## config.mk

```make
export PLATFORM = sky130hd
export DESIGN_NAME = wnrs_back
export DESIGN_NICKNAME = d
export VERILOG_FILES = /design/src/hw/rtl/weighted_nearest_record_search_macros.svh /design/src/hw/rtl/wnrs_pkg.sv /design/src/hw/rtl/wnrs_back.sv
export SDC_FILE = /design/constraint.sdc
export NUM_CORES = 1
export LEC_CHECK = 0
export BUFFER_PORTS_ARGS = -buffer_cell sky130_fd_sc_hd__buf_2
export CAP_MARGIN = 5
export CORE_MARGIN = 2
export CORE_UTILIZATION = 45
export CTS_BUF_LIST = sky130_fd_sc_hd__clkbuf_16
export DETAILED_ROUTE_END_ITERATION = 16
export MAX_ROUTING_LAYER = met4
export PLACE_DENSITY = 0.8
export SKIP_LAST_GASP = 1
export SYNTH_ARGS = -nofsm -noshare
export SYNTH_HDL_FRONTEND = slang
export SYNTH_SLANG_ARGS = --single-unit
```

## constraint.sdc

```tcl
create_clock -name clk -period 4 [get_ports clk]
set_input_delay 0.2 -clock clk [delete_from_list [all_inputs] [get_ports clk]]
set_output_delay 0.2 -clock clk [all_outputs]
set_load 0.05 [all_outputs]
```

## src/hw/rtl/weighted_nearest_record_search_macros.svh

```systemverilog
// Assertion macros shared by the search block.
`ifndef WEIGHTED_NEAREST_RECORD_SEARCH_MACROS_SVH
`define WEIGHTED_NEAREST_RECORD_SEARCH_MACROS_SVH

// The consequent must hold in the same cycle as the antecedent.
`define WNRS_ASSERT_SAME(lbl, ante, cons, msg) \
	lbl: assert property (@(posedge clk) disable iff (!arst_n) (ante) |-> (cons)) \
		else $error(msg);

// The consequent must hold in the cycle after the antecedent.
`define WNRS_ASSERT_NEXT(lbl, ante, cons, msg) \
	lbl: assert property (@(posedge clk) disable iff (!arst_n) (ante) |=> (cons)) \
		else $error(msg);

`endif

```

## src/hw/rtl/wnrs_pkg.sv

```systemverilog
package wnrs_pkg;

	localparam int INDEX_BITS_DEF  = 24;
	localparam int QUEUE_DEPTH_DEF = 4;
	localparam int IDX_EXT_W       = 32;
	localparam int CFG_DATA_W      = 24;
	localparam int CFG_INDEX_W     = 3;
	localparam int DIST_W          = 48;
	localparam int ANGLE_SHIFT     = 16;

	localparam logic [13:0] ANGLE_WEIGHT = 14'd10000;
	localparam logic [23:0] EXCL_RESET   = 24'hFFFFFF;
	localparam logic [15:0] THRESH_RESET = 16'hFD00;

	typedef enum logic [CFG_INDEX_W-1:0] {
		REG_QUERY_X      = 3'd0,
		REG_QUERY_Y      = 3'd1,
		REG_QUERY_Z      = 3'd2,
		REG_QUERY_THETA  = 3'd3,
		REG_QUERY_PHI    = 3'd4,
		REG_QUERY_LENGTH = 3'd5,
		REG_EXCL_INDEX   = 3'd6,
		REG_COSMIC_THR   = 3'd7
	} cfg_reg_t;

	// Input word layout; the last member sits in the lowest bits.
	typedef struct packed {
		logic [63:0] record_tag;
		logic [23:0] record_index;
		logic [15:0] cosmic_score;
		logic [19:0] track_length;
		logic [15:0] azimuth;
		logic [15:0] polar_angle;
		logic [19:0] pos_z;
		logic [19:0] pos_y;
		logic [19:0] pos_x;
	} rec_t;

	// Result word layout; the last member sits in the lowest bits.
	typedef struct packed {
		logic [DIST_W-1:0] best_distance;
		logic [63:0]       best_tag;
		logic [19:0]       best_length;
		logic [15:0]       best_phi;
		logic [15:0]       best_theta;
		logic [19:0]       best_z;
		logic [19:0]       best_y;
		logic [19:0]       best_x;
	} res_t;

	localparam int IN_DATA_W  = $bits(rec_t);
	localparam int OUT_DATA_W = $bits(res_t);

	typedef struct packed {
		logic qual;
		logic last;
		res_t res;
	} entry_t;

	typedef struct packed {
		logic full;
		logic empty;
	} queue_stat_t;

endpackage

```

## src/hw/rtl/wnrs_back.sv

```systemverilog
module wnrs_back (
	input  logic             clk,
	input  logic             arst_n,
	input  logic             q_valid,
	input  wnrs_pkg::entry_t q_head,
	output logic             q_pop,
	output logic             m_valid,
	input  logic             m_ready,
	output wnrs_pkg::res_t   m_res,
	output logic             m_found
);

	wnrs_pkg::res_t best_q, out_q, best_nxt, best_clr;
	logic           any_q, found_q, m_valid_q;
	logic           take, any_nxt;

	always_comb begin
		best_clr               = '0;
		best_clr.best_distance = '1;
		take     = q_head.qual && (!any_q ||
			(q_head.res.best_distance < best_q.best_distance));
		best_nxt = take ? q_head.res : best_q;
		any_nxt  = any_q || take;
		q_pop    = q_valid && (!q_head.last || !m_valid_q || m_ready);
	end

	always_ff @(posedge clk or negedge arst_n) begin
		if (!arst_n) begin
			best_q    <= best_clr;
			any_q     <= 1'b0;
			out_q     <= '0;
			found_q   <= 1'b0;
			m_valid_q <= 1'b0;
		end else begin
			if (q_pop && q_head.last) begin
				m_valid_q <= 1'b1;
			end else if (m_ready) begin
				m_valid_q <= 1'b0;
			end
			if (q_pop) begin
				if (q_head.last) begin
					out_q   <= any_nxt ? best_nxt : '0;
					found_q <= any_nxt;
					best_q  <= best_clr;
					any_q   <= 1'b0;
				end else begin
					best_q <= best_nxt;
					any_q  <= any_nxt;
				end
			end
		end
	end

	assign m_valid = m_valid_q;
	assign m_res   = out_q;
	assign m_found = found_q;

endmodule

```

==> impl_metrics.yaml <==
grt:
  antenna_found_initial: 3
  grt.overflow.total: 0
  grt_pass1_vias: 17350
  grt_pass1_wl_mm: 94.43
  grt_max_degree: 227
  grtUsageTotal_pct: 27.08
sta:
  slew_headroom_pct: 9.019
  finalSetupViolCount: 0
  tns_ps: 0
  timing.hold.ws_ps: 75.31
  period_needed_ps: 3585
  max_freq_mhz: 279.0
  fin_crit_sh_pct: 89.62
  slew_violations: 0
  tightest_slew_ps: 1365
  skew_ps: 22.75
  hold_viol_final: 0
  setup_slack_ps: 415.1
  grt_setup_unrepaired: "false"
route:
  drc: 0
  vias: 16690
  route.detailed.wl_per_inst_um: 20.86
  ant_nets: 0
  viasPerCell: 5.700
  wl_met3_mm: 5.102
  drt-met1-wl_mm: 23.64
  drt-total-wl_mm: 61.07
  top_layer_used: "met4"
  route.met2.wl_mm: 29.17
  dr.pass1.iters: 5
  dr.first_iter.drc_count: 1576
logic_synthesis:
  synth_largest_area_cell: "dfrtp_1"
  syn_inst: 1660
  ys_types: 40
  synth_ff_type: "dfrtp_1"
  synth_top_cell_area_share_pct: 51.51
  synth_area_per_cell_um2: 11.79
  synth_edf_count: 0
  ys.warnings.count: 0
  ys_seq_elements: 451
  synth_nets: 1937
  synth_area_leaders: "dfrtp_1 (52%), mux2i_1 (11%), a22o_1 (7.9%)"
  ys_seq_area_share_pct: 57.95
  syn_area_um2: 19580
  async_flop_share_pct: 100.0
pwr:
  power.share.combinational_pct: 25.8
  p_per_area_nw_per_um2: 521.4
  ir_drop_uv: 357.3
  leakage_nw: 13.64
  p_sw_mw: 4.747
  p_int_mw: 8.940
  swShare_pct: 34.68
  p_seq_share_pct: 40.3
  clockPowerShare_pct: 33.9
  p_total_mw: 13.69
worst_setup_path:
  cp.arrival_ps: 4000
  crit_type: "reg -> reg"
  crit_fanout: 32
  startpoint_type: "flop"
  cp-end-kind: "flop"
  worst_ep_required_time_ps: 4420
clock_tree:
  clock-sinks: 451
  cts_root_buf: "clkbuf_16"
  clkTransAtPathRegs_ps: 60
  cts_resized: 0
  htreeDepth: 2
  ctsHoldBuffers: 226
  clockBufferDepth: 3
  post_cts_buffers: 0
  cts_tree: "built"
  clkLatencyLatePin_ps: 580
  cts_buffers: 48
finish:
  nets: 2579
  fillCellCount: 3144
  drive_above_1_share_pct: 26.37
  stdcell_count: 2928
  design_area_um2: 26250
  syn_to_final_growth_pct: 34.10
  fin_util_pct: 61.08
floorplan:
  fp.dieW_um: 212.6
  rows: 76
  ios: 457
  dieArea_um2: 45190
  die_y_um: 212.6
  core_area_um2: 42980
  start_util_pct: 45.55
place:
  port_buffers: 456
  gp_congestion: 0.8560
  post-place-ws_ps: 603.4
  post_dp_cell_area_um2: 22370
  place_inst: 2611
  dp_hpwl_mm: 34.23
hold_path:
  hp-class: "in -> reg"
run_status:
  status: "finished clean"
flow_run:
  drv_cap: 0
## power groups by stage
stage	registers (mW)	logic [mW]	clock network, mW
2_1_floorplan	6.77	1.03	0
3_3_place_gp	5.52	3.21	0
3_5_place_dp	5.55	3.28	0
4_1_cts	5.48	3.47	4.67
5_1_grt	5.57	3.73	4.89
6_report	5.51	3.53	4.64
## cells in the mapped netlist (all sizes together) (2+ instances only)
library cell  count
dfrtp           403
nand2           241
o21ai           232
mux2i           224
a22o            177
buf              72
inv              52
clkbuf           51
a2bb2oi          48
dfstp            48
ha               47
a21oi            16
nand3             8
nand4             7
a221oi            5
and3              3
nor2              3
nor3              3
and4              2
nor4b             2
o21a              2
o22ai             2
## layout by cell type, fill, tap and decap left out, types with 12 or more instances in the layout
cell type / count
buf_2: 455
inv_1: 61
buf_4: 14
mux2i_1: 224
a21oi_1: 16
o21ai_1: 138
dfrtp_1: 403
ha_1: 47
o21ai_0: 93
dfstp_2: 48
buf_12: 19
a2bb2oi_1: 48
clkinv_2: 12
nand2_1: 240
dlygate4sd3_1: 226
a22o_1: 177
clkbuf_16: 49
## per-layer routing
layer	global-route usage [%]	up-vias
li1	-	7236
met1	32.79	8321
met2	42.73	910
met3	6.366	223
met4	13.29	0
met5	-	-
## logic make-up after synthesis
kind of cell             synth area share, %
AO/OA/AOI/OAI                          17.04
adder cells (fa/ha/maj)                3.004
flip-flops                             57.95
AND/OR/NAND/NOR                        5.682
multiplexers                           11.45
buffers and inverters                  4.864
## sequential cells by signal (all words and copies together) (netlist names)
signal and cells:
best_q 224, m_res 224, any_q 1, m_found 1, m_valid 1
## path summary, 6_finish.rpt
| kind | cells after the start | slack, ps | to | start |
|---|---|---|---|---|
| setup reg to reg | 12 | 420 | m_res[137] | best_q[195] |
| max in group asynchronous | 3 | 2580 | best_q[31] | arst_n |
| min in group asynchronous | 2 | 340 | best_q[1] | arst_n |
| hold reg to reg | 2 | 470 | m_res[42] | m_res[42] |
| hold / removal | 3 | 80 | any_q | q_head[225] |
| setup / recovery | 12 | 420 | m_res[137] | best_q[195] |
## area by class of cell
class	instances	area (um^2)	share of cell area (%)
tap	585	732.0	2.788
clock buffer	49	1226	4.670
antenna	3	7.507	0.02859
clock inverter	39	389.1	1.482
inverter	52	195.2	0.7435
multi-input combinational	1034	7318	27.87
sequential	451	11350	43.22
timing repair buffer	715	5040	19.20
## worst max-delay path, stage by stage (launching register included)
cell	delay, ps
dfstp_2	530
inv_1	50
ha_1	310
a21oi_1	160
o21ai_0	110
a221oi_1	420
o22ai_1	180
nor4b_2	440
buf_4	230
buf_12	250
buf_12	250
mux2i_1	330
o21ai_1	110
Note: power is estimated with default switching activity, not from simulation.
